`config.mk`:
```
export PLATFORM = sky130hd
export DESIGN_NAME = access_rule_condition_checker_unit
export DESIGN_NICKNAME = d
export VERILOG_FILES = /design/src/hw/rtl/arcc_pkg.sv /design/src/hw/rtl/access_rule_condition_checker_unit.sv /design/src/hw/rtl/arcc_front.sv /design/src/hw/rtl/arcc_queue.sv /design/src/hw/rtl/arcc_back.sv
export VERILOG_INCLUDE_DIRS = /design/src /design/src/hw/rtl
export SDC_FILE = /design/constraint.sdc
export NUM_CORES = 2
export LEC_CHECK = 0
export BUFFER_PORTS_ARGS = -buffer_cell sky130_fd_sc_hd__buf_2
export CAP_MARGIN = 20
export CORE_UTILIZATION = 25
export DETAILED_ROUTE_END_ITERATION = 10
export GPL_TIMING_DRIVEN = 1
export PLACE_DENSITY = 0.39
export RECOVER_POWER = 100
export SYNTH_ARGS = -nofsm -noshare
export SYNTH_HDL_FRONTEND = slang
export SYNTH_SLANG_ARGS = --single-unit
```
`constraint.sdc`:
```
create_clock -name aclk -period 6.5 [get_ports aclk]
set_clock_uncertainty 0.15 [all_clocks]
set_input_delay 1.3 -clock aclk [delete_from_list [all_inputs] [get_ports aclk]]
set_output_delay 1.3 -clock aclk [all_outputs]
set_load 0.02 [all_outputs]
```
`src/hw/rtl/assert_macros.svh`:
```
// ----------------------------------------------------------------------------
// assert_macros.svh
// Assertion macros shared by the RTL that checks its own invariants.
// ----------------------------------------------------------------------------
`ifndef ASSERT_MACROS_SVH
`define ASSERT_MACROS_SVH

// Check a condition at every clock edge outside reset.
`define ASSERT_ALWAYS(label, clk, rstn, prop) \
    label: assert property (@(posedge clk) disable iff (!(rstn)) (prop)) \
        else $error("invariant violated");

// Check that a condition implies another one in the next cycle.
`define ASSERT_NEXT(label, clk, rstn, pre, post) \
    label: assert property (@(posedge clk) disable iff (!(rstn)) (pre) |=> (post)) \
        else $error("sequence violated");

`endif

```
`src/hw/rtl/arcc_pkg.sv`:
```
// ----------------------------------------------------------------------------
// arcc_pkg
// Types and constants of the access rule condition checker.
// ----------------------------------------------------------------------------
package arcc_pkg;

    // stream widths
    localparam int S_DATA_BITS = 56;
    localparam int S_USER_BITS = 2;
    localparam int M_DATA_BITS = 8;

    // request opcodes
    localparam logic [1:0] OP_RULE_WRITE = 2'd0;
    localparam logic [1:0] OP_ATTR_WRITE = 2'd1;
    localparam logic [1:0] OP_EVALUATE   = 2'd2;

    // rule word layout
    localparam int WORD_BITS = 32;
    localparam int EQUAL_BIT = 16;
    localparam int SEL_SHIFT = 8;
    localparam int SEL_BITS  = 8;

    // selectors
    localparam int ATTR_COUNT      = 19;
    localparam int ATTR_ADDR_BITS  = 5;
    localparam int FIRST_PATH_ATTR = 10;
    localparam int PATH_GROUP_ONE  = 13;
    localparam int PATH_GROUP_TWO  = 16;
    localparam logic [7:0] SEL_LITERAL = 8'd19;
    localparam logic [7:0] SEL_RANGE   = 8'd20;

    // command queue
    localparam int QUEUE_DEPTH = 2;
    localparam int QPTR_BITS   = 1;
    localparam int QCNT_BITS   = 2;

    typedef enum logic [1:0] {
        K_RULE_WRITE = 2'd0,
        K_ATTR_WRITE = 2'd1,
        K_EVALUATE   = 2'd2
    } kind_t;

    typedef struct packed {
        kind_t       kind;
        logic [5:0]  index;
        logic [31:0] value;
        logic [6:0]  rule_length;
        logic        object_present;
        logic [2:0]  group_valid;   // path one, path one parent, path two parent
    } cmd_t;

    typedef struct packed {
        logic full;
        logic empty;
    } queue_stat_t;

endpackage

```
`src/hw/rtl/access_rule_condition_checker_unit.sv`:
```
// ----------------------------------------------------------------------------
// access_rule_condition_checker_unit
// Evaluates a compiled condition list against stored attribute values.
// ----------------------------------------------------------------------------
// Requests load rule words and attribute values, or evaluate the rule list
// and return one verdict on the master channel (bit 0: 1 denied). The front
// accepts one request per cycle into a two-entry command queue while it is
// not full; the back drains it. A rule or attribute write is done in the
// idle state of the back. An evaluate walks the list clause by clause: it
// reads the header and compares once per clause, fetches each attribute or
// literal operand, and fetches the minimum and then the maximum word of each
// range operand. The walk is done by the clause sequencer on the single-read
// rule memory, whose read data is registered. A result waiting on the
// master side does not stop the queue filling. Reset does not clear stores.
`include "assert_macros.svh"

module access_rule_condition_checker_unit #(
    parameter int RULE_WORDS = 64,
    parameter int VALUE_BITS = 32
) (
    input  logic                             aclk,
    input  logic                             aresetn,
    input  logic                             s_tvalid,
    output logic                             s_tready,
    // index[5:0], value[37:6], rule_length[44:38], object_present[45],
    // path_one_valid[46], path_one_parent_valid[47], path_two_parent_valid[48]
    input  logic [arcc_pkg::S_DATA_BITS-1:0] s_tdata,
    // opcode[1:0]
    input  logic [arcc_pkg::S_USER_BITS-1:0] s_tuser,
    output logic                             m_tvalid,
    input  logic                             m_tready,
    // denied[0]
    output logic [arcc_pkg::M_DATA_BITS-1:0] m_tdata
);

    arcc_pkg::queue_stat_t q_stat;
    arcc_pkg::cmd_t        push_cmd;
    arcc_pkg::cmd_t        head_cmd;
    logic                  push;
    logic                  pop;
    logic                  denied;
    logic                  write_popped;

    arcc_front #(
        .RULE_WORDS(RULE_WORDS)
    ) u_front (
        .s_tvalid(s_tvalid),
        .s_tready(s_tready),
        .s_tdata (s_tdata),
        .s_tuser (s_tuser),
        .q_stat  (q_stat),
        .push    (push),
        .cmd     (push_cmd)
    );

    arcc_queue u_queue (
        .aclk    (aclk),
        .aresetn (aresetn),
        .push    (push),
        .push_cmd(push_cmd),
        .pop     (pop),
        .head_cmd(head_cmd),
        .stat    (q_stat)
    );

    arcc_back #(
        .RULE_WORDS(RULE_WORDS),
        .VALUE_BITS(VALUE_BITS)
    ) u_back (
        .aclk      (aclk),
        .aresetn   (aresetn),
        .cmd       (head_cmd),
        .cmd_valid (!q_stat.empty),
        .cmd_pop   (pop),
        .out_valid (m_tvalid),
        .out_ready (m_tready),
        .out_denied(denied)
    );

    assign m_tdata = {(arcc_pkg::M_DATA_BITS - 1)'(0), denied};

    assign write_popped = pop && !m_tvalid && (head_cmd.kind != arcc_pkg::K_EVALUATE);

    `ASSERT_ALWAYS(a_no_push_when_full, aclk, aresetn, !(push && q_stat.full))
    `ASSERT_ALWAYS(a_no_pop_when_empty, aclk, aresetn, !(pop && q_stat.empty))
    `ASSERT_NEXT(a_write_gives_no_result, aclk, aresetn, write_popped, !m_tvalid)

endmodule

```
`src/hw/rtl/arcc_front.sv`:
```
// ----------------------------------------------------------------------------
// arcc_front
// Accepts requests, classifies them and drops those that have no effect.
// ----------------------------------------------------------------------------
module arcc_front #(
    parameter int RULE_WORDS = 64
) (
    input  logic                             s_tvalid,
    output logic                             s_tready,
    // index[5:0], value[37:6], rule_length[44:38], object_present[45],
    // path_one_valid[46], path_one_parent_valid[47], path_two_parent_valid[48]
    input  logic [arcc_pkg::S_DATA_BITS-1:0] s_tdata,
    // opcode[1:0]
    input  logic [arcc_pkg::S_USER_BITS-1:0] s_tuser,
    input  arcc_pkg::queue_stat_t            q_stat,
    output logic                             push,
    output arcc_pkg::cmd_t                   cmd
);

    logic [31:0] index_wide;
    logic        keep;

    assign s_tready   = !q_stat.full;
    assign index_wide = 32'(s_tdata[5:0]);

    always_comb begin
        cmd.index          = s_tdata[5:0];
        cmd.value          = s_tdata[37:6];
        cmd.rule_length    = s_tdata[44:38];
        cmd.object_present = s_tdata[45];
        cmd.group_valid    = s_tdata[48:46];
        cmd.kind           = arcc_pkg::K_EVALUATE;
        keep               = 1'b0;
        case (s_tuser)
            arcc_pkg::OP_RULE_WRITE: begin
                cmd.kind = arcc_pkg::K_RULE_WRITE;
                keep     = index_wide < 32'(RULE_WORDS);
            end
            arcc_pkg::OP_ATTR_WRITE: begin
                cmd.kind = arcc_pkg::K_ATTR_WRITE;
                keep     = index_wide < 32'(arcc_pkg::ATTR_COUNT);
            end
            arcc_pkg::OP_EVALUATE: begin
                cmd.kind = arcc_pkg::K_EVALUATE;
                keep     = 1'b1;
            end
            default: keep = 1'b0;
        endcase
    end

    // drop out-of-range writes and the unused opcode
    assign push = s_tvalid && s_tready && keep;

endmodule

```
`src/hw/rtl/arcc_queue.sv`:
```
// ----------------------------------------------------------------------------
// arcc_queue
// Short command queue between the front and the back.
// ----------------------------------------------------------------------------
module arcc_queue (
    input  logic                  aclk,
    input  logic                  aresetn,
    input  logic                  push,
    input  arcc_pkg::cmd_t        push_cmd,
    input  logic                  pop,
    output arcc_pkg::cmd_t        head_cmd,
    output arcc_pkg::queue_stat_t stat
);

    arcc_pkg::cmd_t                   entry_reg [arcc_pkg::QUEUE_DEPTH];
    logic [arcc_pkg::QPTR_BITS-1:0]   wr_ptr_reg, wr_ptr_next;
    logic [arcc_pkg::QPTR_BITS-1:0]   rd_ptr_reg, rd_ptr_next;
    logic [arcc_pkg::QCNT_BITS-1:0]   count_reg, count_next;

    assign stat.full  = count_reg == arcc_pkg::QCNT_BITS'(arcc_pkg::QUEUE_DEPTH);
    assign stat.empty = count_reg == '0;
    assign head_cmd   = entry_reg[rd_ptr_reg];

    always_comb begin
        wr_ptr_next = wr_ptr_reg + (push ? arcc_pkg::QPTR_BITS'(1) : '0);
        rd_ptr_next = rd_ptr_reg + (pop ? arcc_pkg::QPTR_BITS'(1) : '0);
        count_next  = count_reg;
        if (push && !pop) begin
            count_next = count_reg + arcc_pkg::QCNT_BITS'(1);
        end else if (pop && !push) begin
            count_next = count_reg - arcc_pkg::QCNT_BITS'(1);
        end
    end

    always_ff @(posedge aclk) begin
        if (!aresetn) begin
            wr_ptr_reg <= '0;
            rd_ptr_reg <= '0;
            count_reg  <= '0;
        end else begin
            wr_ptr_reg <= wr_ptr_next;
            rd_ptr_reg <= rd_ptr_next;
            count_reg  <= count_next;
        end
    end

    always_ff @(posedge aclk) begin
        if (push) begin
            entry_reg[wr_ptr_reg] <= push_cmd;
        end
    end

endmodule

```
`src/hw/rtl/arcc_back.sv`:
```
// ----------------------------------------------------------------------------
// arcc_back
// Carries out commands: store writes and the clause walk of an evaluate.
// ----------------------------------------------------------------------------
module arcc_back #(
    parameter int RULE_WORDS = 64,
    parameter int VALUE_BITS = 32
) (
    input  logic           aclk,
    input  logic           aresetn,
    input  arcc_pkg::cmd_t cmd,
    input  logic           cmd_valid,
    output logic           cmd_pop,
    output logic           out_valid,
    input  logic           out_ready,
    output logic           out_denied
);

    localparam int RA_W  = $clog2(RULE_WORDS);
    localparam int LEN_W = $clog2(RULE_WORDS + 1);

    typedef enum logic [8:0] {
        S_IDLE = 9'b000000001,
        S_HEAD = 9'b000000010,
        S_OPER = 9'b000000100,
        S_ATTR = 9'b000001000,
        S_LIT  = 9'b000010000,
        S_RLO  = 9'b000100000,
        S_RHI  = 9'b001000000,
        S_CMP  = 9'b010000000,
        S_DONE = 9'b100000000
    } state_t;

    // stores
    logic [arcc_pkg::WORD_BITS-1:0]      rule_mem [RULE_WORDS];
    logic [VALUE_BITS-1:0]               attr_mem [arcc_pkg::ATTR_COUNT];
    logic [arcc_pkg::WORD_BITS-1:0]      rule_rdata_reg;
    logic [VALUE_BITS-1:0]               attr_rdata_reg;
    logic                                rule_we, attr_we;
    logic [RA_W-1:0]                     rule_waddr, rule_raddr;
    logic [arcc_pkg::ATTR_ADDR_BITS-1:0] attr_waddr, attr_raddr;

    state_t                 state_reg, state_next;
    logic [LEN_W-1:0]       len_reg, len_next;
    logic [LEN_W-1:0]       pos_reg, pos_next;
    logic                   obj_reg, obj_next;
    logic [2:0]             grp_reg, grp_next;
    logic                   eq_reg, eq_next;
    logic [7:0]             left_reg, left_next;
    logic [7:0]             right_reg, right_next;
    logic                   side_reg, side_next;
    logic [VALUE_BITS-1:0]  l_lo_reg, l_lo_next, l_hi_reg, l_hi_next;
    logic [VALUE_BITS-1:0]  r_lo_reg, r_lo_next, r_hi_reg, r_hi_next;
    logic                   verdict_reg, verdict_next;
    logic                   out_valid_reg, out_valid_next;
    logic                   out_denied_reg, out_denied_next;

    logic [31:0]            len_wide, index_wide;
    logic [7:0]             sel;
    logic                   grp_ok;
    logic [LEN_W:0]         pos_p1;
    logic [LEN_W-1:0]       pos_m1;
    logic [VALUE_BITS-1:0]  rule_val;
    logic                   overlap;
    logic                   left_path, right_path;

    assign out_valid  = out_valid_reg;
    assign out_denied = out_denied_reg;

    assign len_wide   = 32'(cmd.rule_length);
    assign index_wide = 32'(cmd.index);
    assign rule_waddr = index_wide[RA_W-1:0];
    assign attr_waddr = cmd.index[arcc_pkg::ATTR_ADDR_BITS-1:0];
    assign sel        = side_reg ? right_reg : left_reg;
    assign pos_p1     = {1'b0, pos_reg} + (LEN_W + 1)'(1);
    assign pos_m1     = pos_reg - LEN_W'(1);
    assign rule_val   = VALUE_BITS'(rule_rdata_reg);
    assign overlap    = (l_lo_reg <= r_hi_reg) && (l_hi_reg >= r_lo_reg);

    always_comb begin
        if (sel < 8'(arcc_pkg::PATH_GROUP_ONE)) begin
            grp_ok = grp_reg[0];
        end else if (sel < 8'(arcc_pkg::PATH_GROUP_TWO)) begin
            grp_ok = grp_reg[1];
        end else begin
            grp_ok = grp_reg[2];
        end
    end

    always_comb begin
        left_path  = (rule_rdata_reg[15:8] >= 8'(arcc_pkg::FIRST_PATH_ATTR))
                  && (rule_rdata_reg[15:8] < 8'(arcc_pkg::ATTR_COUNT));
        right_path = (rule_rdata_reg[7:0] >= 8'(arcc_pkg::FIRST_PATH_ATTR))
                  && (rule_rdata_reg[7:0] < 8'(arcc_pkg::ATTR_COUNT));
    end

    always_comb begin
        state_next      = state_reg;
        len_next        = len_reg;
        pos_next        = pos_reg;
        obj_next        = obj_reg;
        grp_next        = grp_reg;
        eq_next         = eq_reg;
        left_next       = left_reg;
        right_next      = right_reg;
        side_next       = side_reg;
        l_lo_next       = l_lo_reg;
        l_hi_next       = l_hi_reg;
        r_lo_next       = r_lo_reg;
        r_hi_next       = r_hi_reg;
        verdict_next    = verdict_reg;
        out_denied_next = out_denied_reg;
        out_valid_next  = out_valid_reg && !out_ready;
        cmd_pop         = 1'b0;
        rule_we         = 1'b0;
        attr_we         = 1'b0;
        rule_raddr      = pos_reg[RA_W-1:0];
        attr_raddr      = sel[arcc_pkg::ATTR_ADDR_BITS-1:0];

        case (state_reg)
            S_IDLE: begin
                if (cmd_valid) begin
                    cmd_pop = 1'b1;
                    case (cmd.kind)
                        arcc_pkg::K_RULE_WRITE: rule_we = 1'b1;
                        arcc_pkg::K_ATTR_WRITE: attr_we = 1'b1;
                        arcc_pkg::K_EVALUATE: begin
                            obj_next     = cmd.object_present;
                            grp_next     = cmd.group_valid;
                            verdict_next = 1'b0;
                            // saturate the list length to the store depth
                            if (len_wide > 32'(RULE_WORDS)) begin
                                len_next = LEN_W'(RULE_WORDS);
                            end else begin
                                len_next = len_wide[LEN_W-1:0];
                            end
                            if (len_wide == '0) begin
                                state_next = S_DONE;
                            end else begin
                                rule_raddr = '0;
                                pos_next   = LEN_W'(1);
                                state_next = S_HEAD;
                            end
                        end
                        default: cmd_pop = 1'b1;
                    endcase
                end
            end
            S_HEAD: begin
                eq_next    = rule_rdata_reg[arcc_pkg::EQUAL_BIT];
                left_next  = rule_rdata_reg[arcc_pkg::SEL_SHIFT +: arcc_pkg::SEL_BITS];
                right_next = rule_rdata_reg[arcc_pkg::SEL_BITS-1:0];
                side_next  = 1'b0;
                if ((left_path || right_path) && !obj_reg) begin
                    verdict_next = 1'b1;
                    state_next   = S_DONE;
                end else begin
                    state_next = S_OPER;
                end
            end
            S_OPER: begin
                if (sel < 8'(arcc_pkg::ATTR_COUNT)) begin
                    if (sel >= 8'(arcc_pkg::FIRST_PATH_ATTR) && !grp_ok) begin
                        verdict_next = 1'b1;
                        state_next   = S_DONE;
                    end else begin
                        state_next = S_ATTR;
                    end
                end else if (sel == arcc_pkg::SEL_LITERAL) begin
                    if (pos_reg >= len_reg) begin
                        verdict_next = 1'b1;
                        state_next   = S_DONE;
                    end else begin
                        pos_next   = pos_p1[LEN_W-1:0];
                        state_next = S_LIT;
                    end
                end else if (sel == arcc_pkg::SEL_RANGE) begin
                    if (pos_p1 >= {1'b0, len_reg}) begin
                        verdict_next = 1'b1;
                        state_next   = S_DONE;
                    end else begin
                        pos_next   = pos_reg + LEN_W'(2);
                        state_next = S_RLO;
                    end
                end else begin
                    verdict_next = 1'b1;
                    state_next   = S_DONE;
                end
            end
            S_ATTR, S_LIT, S_RHI: begin
                if (side_reg) begin
                    if (state_reg != S_RHI) begin
                        r_lo_next = (state_reg == S_ATTR) ? attr_rdata_reg : rule_val;
                    end
                    r_hi_next  = (state_reg == S_ATTR) ? attr_rdata_reg : rule_val;
                    state_next = S_CMP;
                end else begin
                    if (state_reg != S_RHI) begin
                        l_lo_next = (state_reg == S_ATTR) ? attr_rdata_reg : rule_val;
                    end
                    l_hi_next  = (state_reg == S_ATTR) ? attr_rdata_reg : rule_val;
                    side_next  = 1'b1;
                    state_next = S_OPER;
                end
            end
            S_RLO: begin
                // take the minimum and fetch the maximum word
                if (side_reg) begin
                    r_lo_next = rule_val;
                end else begin
                    l_lo_next = rule_val;
                end
                rule_raddr = pos_m1[RA_W-1:0];
                state_next = S_RHI;
            end
            S_CMP: begin
                if (eq_reg != overlap) begin
                    verdict_next = 1'b1;
                    state_next   = S_DONE;
                end else if (pos_reg >= len_reg) begin
                    state_next = S_DONE;
                end else begin
                    pos_next   = pos_p1[LEN_W-1:0];
                    state_next = S_HEAD;
                end
            end
            S_DONE: begin
                if (!out_valid_reg || out_ready) begin
                    out_valid_next  = 1'b1;
                    out_denied_next = verdict_reg;
                    state_next      = S_IDLE;
                end
            end
            default: state_next = S_IDLE;
        endcase
    end

    always_ff @(posedge aclk) begin
        if (!aresetn) begin
            state_reg     <= S_IDLE;
            out_valid_reg <= 1'b0;
        end else begin
            state_reg     <= state_next;
            out_valid_reg <= out_valid_next;
        end
    end

    always_ff @(posedge aclk) begin
        len_reg        <= len_next;
        pos_reg        <= pos_next;
        obj_reg        <= obj_next;
        grp_reg        <= grp_next;
        eq_reg         <= eq_next;
        left_reg       <= left_next;
        right_reg      <= right_next;
        side_reg       <= side_next;
        l_lo_reg       <= l_lo_next;
        l_hi_reg       <= l_hi_next;
        r_lo_reg       <= r_lo_next;
        r_hi_reg       <= r_hi_next;
        verdict_reg    <= verdict_next;
        out_denied_reg <= out_denied_next;
    end

    always_ff @(posedge aclk) begin
        if (rule_we) begin
            rule_mem[rule_waddr] <= cmd.value;
        end
        rule_rdata_reg <= rule_mem[rule_raddr];
    end

    always_ff @(posedge aclk) begin
        if (attr_we) begin
            attr_mem[attr_waddr] <= VALUE_BITS'(cmd.value);
        end
        attr_rdata_reg <= attr_mem[attr_raddr];
    end

endmodule

```
# After elaboration in Yosys (flattened, before gate mapping)

Memory sizes are Yosys's and may differ from the RTL's. A register that Yosys moved wholly into a read port is not among the register bits.
Index checks and enable logic that the tools add are counted.

Order comparisons: 15
Reduce and logical (&&, ||, !) cells: 38
Multipliers: 0
Multiplexer cells: 74
Divide/modulo/power cells: 0
Bitwise operators: 2
Equal/unequal tests: 36
Shifts and indexed selects: 0
Add/sub/neg operators: 7

Operators with widths:

| cell                 | number |
|---|---|
| $mux W32             | 6 |
| $pmux W32 S2         | 2 |
| $mux W9              | 13 |
| $mux W7              | 9 |
| $pmux W9 S7          | 1 |
| $ge A32 B32 Y1       | 1 |
| $le A32 B32 Y1       | 1 |
| $logic_not A32 Y1    | 1 |
| $lt A8 B5 Y1 const B | 4 |
| $mux W1              | 30 |
| $ge A8 B4 Y1 const B | 3 |
| $pmux W7 S3          | 1 |
| $mux W6              | 3 |
| $eq A8 B5 Y1 const B | 2 |
| $mux W8              | 2 |
| $reduce_and A8 Y1    | 2 |
| $ne A2 B2 Y1 const B | 7 |
| $ne A2 B1 Y1 const B | 6 |
| $pmux W6 S2          | 1 |
| $logic_and A1 B1 Y1  | 10 |
| $eq A9 B1 Y1 const B | 1 |
| $eq A9 B2 Y1 const B | 1 |
| $eq A9 B3 Y1 const B | 1 |
| $eq A9 B4 Y1 const B | 1 |
| other kinds (42)     | 63 |

RAM bits: 2758
Bits in read-only memories: 0
Latch bits: 0
Flip-flop bits (word level): 180
Word-level logic and storage cells: 194
Output and inout port bits: 10
Memories kept: 3
Input bits: 62

Memory list:

| name              | words | width | rd ports | clocked after memory_dff | write ports | RTL line         | RTL |
|---|---|---|---|---|---|---|---|
| u_back.rule_mem   | 64    | 32    | 1        | 1                        | 1           | arcc_back.sv:35  | `logic [arcc_pkg::WORD_BITS-1:0] rule_mem [RULE_WORDS];` |
| u_back.attr_mem   | 19    | 32    | 1        | 1                        | 1           | arcc_back.sv:36  | `logic [VALUE_BITS-1:0] attr_mem [arcc_pkg::ATTR_COUNT];` |
| u_queue.entry_reg | 2     | 51    | 1        | 1                        | 1           | arcc_queue.sv:15 | `arcc_pkg::cmd_t entry_reg [arcc_pkg::QUEUE_DEPTH];` |

# Logic depth before layout (Yosys ltp)

Depth after elaboration: 9
Depth in mapped cells: 16
Gate-level depth less buffers: 13

# Cells and area by module

Synthesis repeated with hierarchy kept, for this count alone.

Cell total of the unflattened synthesis: 7876
Area, all modules: 118570.0 sq um

By module, submodules not included:

| module                             | area each (sq um) | cells each | instances | sequential area each (sq um) |
|---|---|---|---|---|
| arcc_back                          | 114185.8          | 7629       | 1         | 86222.7 |
| arcc_queue                         | 3902.5            | 181        | 1         | 3163.0 |
| arcc_front                         | 414.1             | 56         | 1         | 0.0 |
| access_rule_condition_checker_unit | 67.6              | 10         | 1         | 0.0 |

# Least setup slack after synthesis

Ideal clock, no wire load.

Path type: reg-to-reg
From: register u_back.state_reg[8]
To: memory u_back.rule_mem[36][0] (netlist name) (enable)
Setup time: 0.461 ns
Required time: 5.889 ns
Buffers on the path: 2
Setup slack: 1.587 ns
Period minus slack after synthesis: 4.913 ns
Cell stages (with the launch flop): 9
Arrival time: 4.302 ns
Cells stage by stage: dfxtp_1 nor4_4 and3_1 buf_2 o21ai_1 nor2_1 nand2_1 clkbuf_1 nor3_1

Cells in the longest elaborated chain, start to end: 4

Ends and longest elaborated chain:

| element                       | RTL line         | RTL |
|---|---|---|
| from (decl)                   | arcc_back.sv:43  | `state_t state_reg, state_next;` |
| from (signal assigned)        | arcc_back.sv:243 | `state_reg <= state_next;` |
| $eq A9 B1 Y1                  | arcc_back.sv:120 | `case (state_reg)` |
| $mux W1                       | arcc_back.sv:120 |  |
| $mux W1                       | arcc_back.sv:266 | `if (rule_we) begin` |
| $mux W1 (implied by the code) | arcc_back.sv:267 | `rule_mem[rule_waddr] <= cmd.value;` |
| to (decl)                     | arcc_back.sv:35  |  |

Every way passes these cells.

==> impl_metrics.json <==
{
  "io_pins": 72,
  "slew_headroom_pct": -183,
  "start_util_pct": 25.1,
  "ant_nets": 0,
  "grt_pass1_vias": 64600,
  "dp_slack_ns": 1.09,
  "synth.area.top_cells": "edfxtp_1, mux4_2, nand2_1",
  "p_sw_share_pct": 31.0,
  "stdcell_area_um2": 136000,
  "synth_compound_area_share_pct": 5.85,
  "combPwrFrac_pct": 20.5,
  "grt_pass1_wl_um": 524000,
  "netlist_area_um2": 116000,
  "synth_edf_count": 2924,
  "routedWlPerCell_um": 28.2,
  "grt_max_degree": 84,
  "drv_slew": 2626,
  "drtPass1Iterations": 5,
  "hold_path_depth": 0,
  "status": "finished with violations",
  "final_cell_mix": "edfxtp_1, nand2_1, nor2_1, clkbuf_16, mux4_2",
  "maxCapViolations": 61,
  "dpl-instance-area_um2": 126000,
  "r2r_setup_slack_ns": 0.73,
  "ys_types": 73,
  "postCtsSetupBuffers": 0,
  "dp.cells": 12900,
  "p_leak_nw": 42.6,
  "final_common_cell": "edfxtp_1",
  "cts.sinks": 3003,
  "critical_path_required_ns": 7.11,
  "worstSetupPathType": "flop to flop",
  "hpwlAfterDp_um": 225000,
  "finalHoldViolCount": 0,
  "crit_fanout": 18,
  "cts_buffers": 341,
  "timing.fmax_mhz": 173,
  "drive_above_1_share_pct": 15.8,
  "cts_root_buf": "clkbuf_16",
  "groute.usage.overall_pct": 15.9,
  "rr_worst_depth": 9,
  "clkTransAtPathRegs_ns": 0.06,
  "cts_tree": "built",
  "p_int_w": 0.0372,
  "clk_path_buf_depth": 4,
  "rows": 250,
  "power_frac_seq_pct": 44.8,
  "port_buffers": 57,
  "yosysSeqAreaShare_pct": 76.9,
  "setup_tns_ns": 0,
  "antenna_found_initial": 40,
  "synthToLayoutAreaGrowth_pct": 16.9,
  "hold_end": "u_back.out_denied",
  "post-route-period-util_pct": 88.8,
  "min_period_ns": 5.77,
  "grt-ovfl-total": 0,
  "p_clk_share_pct": 34.7,
  "ys_seq_elements": 3003,
  "yosys_warnings": 0,
  "synth_top_area_share_pct": 75.5,
  "nets": 7217,
  "die_w_um": 684,
  "largest_register_ffs": 2048,
  "drc": 0,
  "cp_data_arrival_time_ns": 6.38,
  "vias": 64000,
  "endpoint_kind": "flop",
  "coreArea_um2": 463000,
  "synth_top_family_by_area": "multiplexers",
  "rsz0062_at_grt": "no",
  "finalPower_w": 0.0539,
  "clk_latency_ns": 0.93,
  "switchingPower_w": 0.0167,
  "synth_xor_area_share_pct": 0.0979,
  "routabilityCongestion": 0.768,
  "async_reset_ff_share_pct": 0,
  "synth_area_leader_cell": "edfxtp_1",
  "cts_resized": 0,
  "fill_cells": 45700,
  "wl_um": 381000,
  "vdd_ir_drop_max_mv": 0.214,
  "reg2reg_to": "u_back.rule_rdata_reg[5]",
  "hold_start": "u_back.verdict_reg",
  "setup_violations": 0,
  "instances_no_fill": 13500,
  "holdBufCountCts": 0,
  "die_h_um": 684,
  "layout_setup_ws_ns": 0.729,
  "viasPerCell": 4.73,
  "htreeDepth": 5,
  "syn_area_per_cell_um2": 17.1,
  "synthFlopType": "edfxtp_1",
  "power_density_nw_per_um2": 397,
  "synth-simple-area-share_pct": 5.96,
  "drt_iter0_drc": 5920,
  "worst_pin_slew_ns": 4.25,
  "yosys-mux-area-fraction_pct": 8.43,
  "die_area_um2": 468000,
  "netlist_instances": 6786,
  "synthAdderAreaFrac_pct": 0.926,
  "hold_class": "flop to flop",
  "violations": "capacitance limit, slew limit",
  "start_kind": "flop"
}
## cell usage after synthesis (4+ instances only)
library cell  instances
inv_1                85
buf_1                36
ha_1                 86
nor3b_1               5
xor2_1                6
a31oi_1             146
and2_1                4
o21a_1                8
dfxtp_1              79
a22o_1               28
o21ai_0             149
and3_1               12
nand2_1             832
mux2i_1             143
a21o_1               31
a32oi_1             156
clkbuf_1            208
nand2b_1             11
a22oi_1             233
o21ai_1              33
buf_4                39
or2_2                 4
xnor2_1               7
a21oi_1             134
buf_2               104
nand3_1             192
edfxtp_1           2924
nor2_1              419
nand4_1              76
mux4_2              319
mux2_2              105
buf_6                 8
nor2b_1              11
a32o_1                8
a221oi_1             14
nor3_1               59
o32ai_1               7
a21boi_0              4
## through the flow
step / hold slack (ns) / util, %
floorplan: 0.250 / -
global placement: 0.269 / 27.1
detailed placement: 0.273 / 27.1
CTS: 0.290 / 29.5
global route: 0.303 / 29.3
finish: 0.284 / 29.3
## per-layer routing
layer | part of all wire [%] | vias up | track usage [%]
met2 | 47 | 1959 | 25.9
met3 | 5.4 | 485 | 2.11
met4 | 3.1 | 0 | 4.62
li1 | - | 27400 | -
met1 | 45 | 34200 | 22.0
met5 | 0 | - | 0
## cell families (layout without fill, tap and decap cells)
family	after synthesis	in the layout
DFF	3003	3003
buffers and inverters	481	1038
AOI/OAI and AO/OA	987	987
other	1	27
adders and majority gates	86	86
and+or+nand+nor	1648	1648
xor gates and xnor gates	13	13
muxes	567	567
## worst max-delay path, stage by stage, from the launching register on
cell and delay [ns]:
dfxtp_1 0.82, or4b_1 0.49, o22a_1 0.28, o311ai_4 0.75, a311o_1 1.01, o21ai_4 0.52
buf_12 0.33, a32oi_1 0.31, a22o_1 0.71, o21ai_0 0.16
## layout make-up
| cell class | instances | area [um2] | share of cell area, % |
|---|---|---|---|
| flip-flops and latches | 3003 | 89400 | 65.8 |
| multi-input cells | 3308 | 25200 | 18.6 |
| clock buffers | 461 | 9270 | 6.83 |
| well taps | 6174 | 7720 | 5.69 |
| repair buffers | 329 | 2400 | 1.77 |
| clock inverters | 162 | 1440 | 1.06 |
| inverters | 86 | 323 | 0.238 |
| diodes | 20 | 50.0 | 0.0368 |
## worst max path at each step
stage                              from                        end  slack [ns]  cells after the start
CTS                                flop  u_back.rule_rdata_reg[14]        1.07                      9
global route        u_back.state_reg[8]    u_back.rule_mem[57][27]        0.56                      7
global placement                   flop  u_back.rule_rdata_reg[14]        1.08                      9
finish                             flop   u_back.rule_rdata_reg[5]        0.73                      9
detailed placement                 flop  u_back.rule_rdata_reg[14]        1.09                      9
floorplan           u_back.state_reg[8]     u_back.rule_mem[36][0]        1.59                      8
## power groups by stage
| stage | combinational (W) | clock, W | sequential, W |
|---|---|---|---|
| finish | 0.0111 | 0.0187 | 0.0242 |
| floorplan | 0.00591 | 0 | 0.0239 |
| global route | 0.0118 | 0.0199 | 0.0242 |
| detailed placement | 0.0114 | 0 | 0.0244 |
| global placement | 0.0113 | 0 | 0.0244 |
| CTS | 0.0115 | 0.0192 | 0.0240 |
No activity file was read; power rests on OpenSTA's default activity.
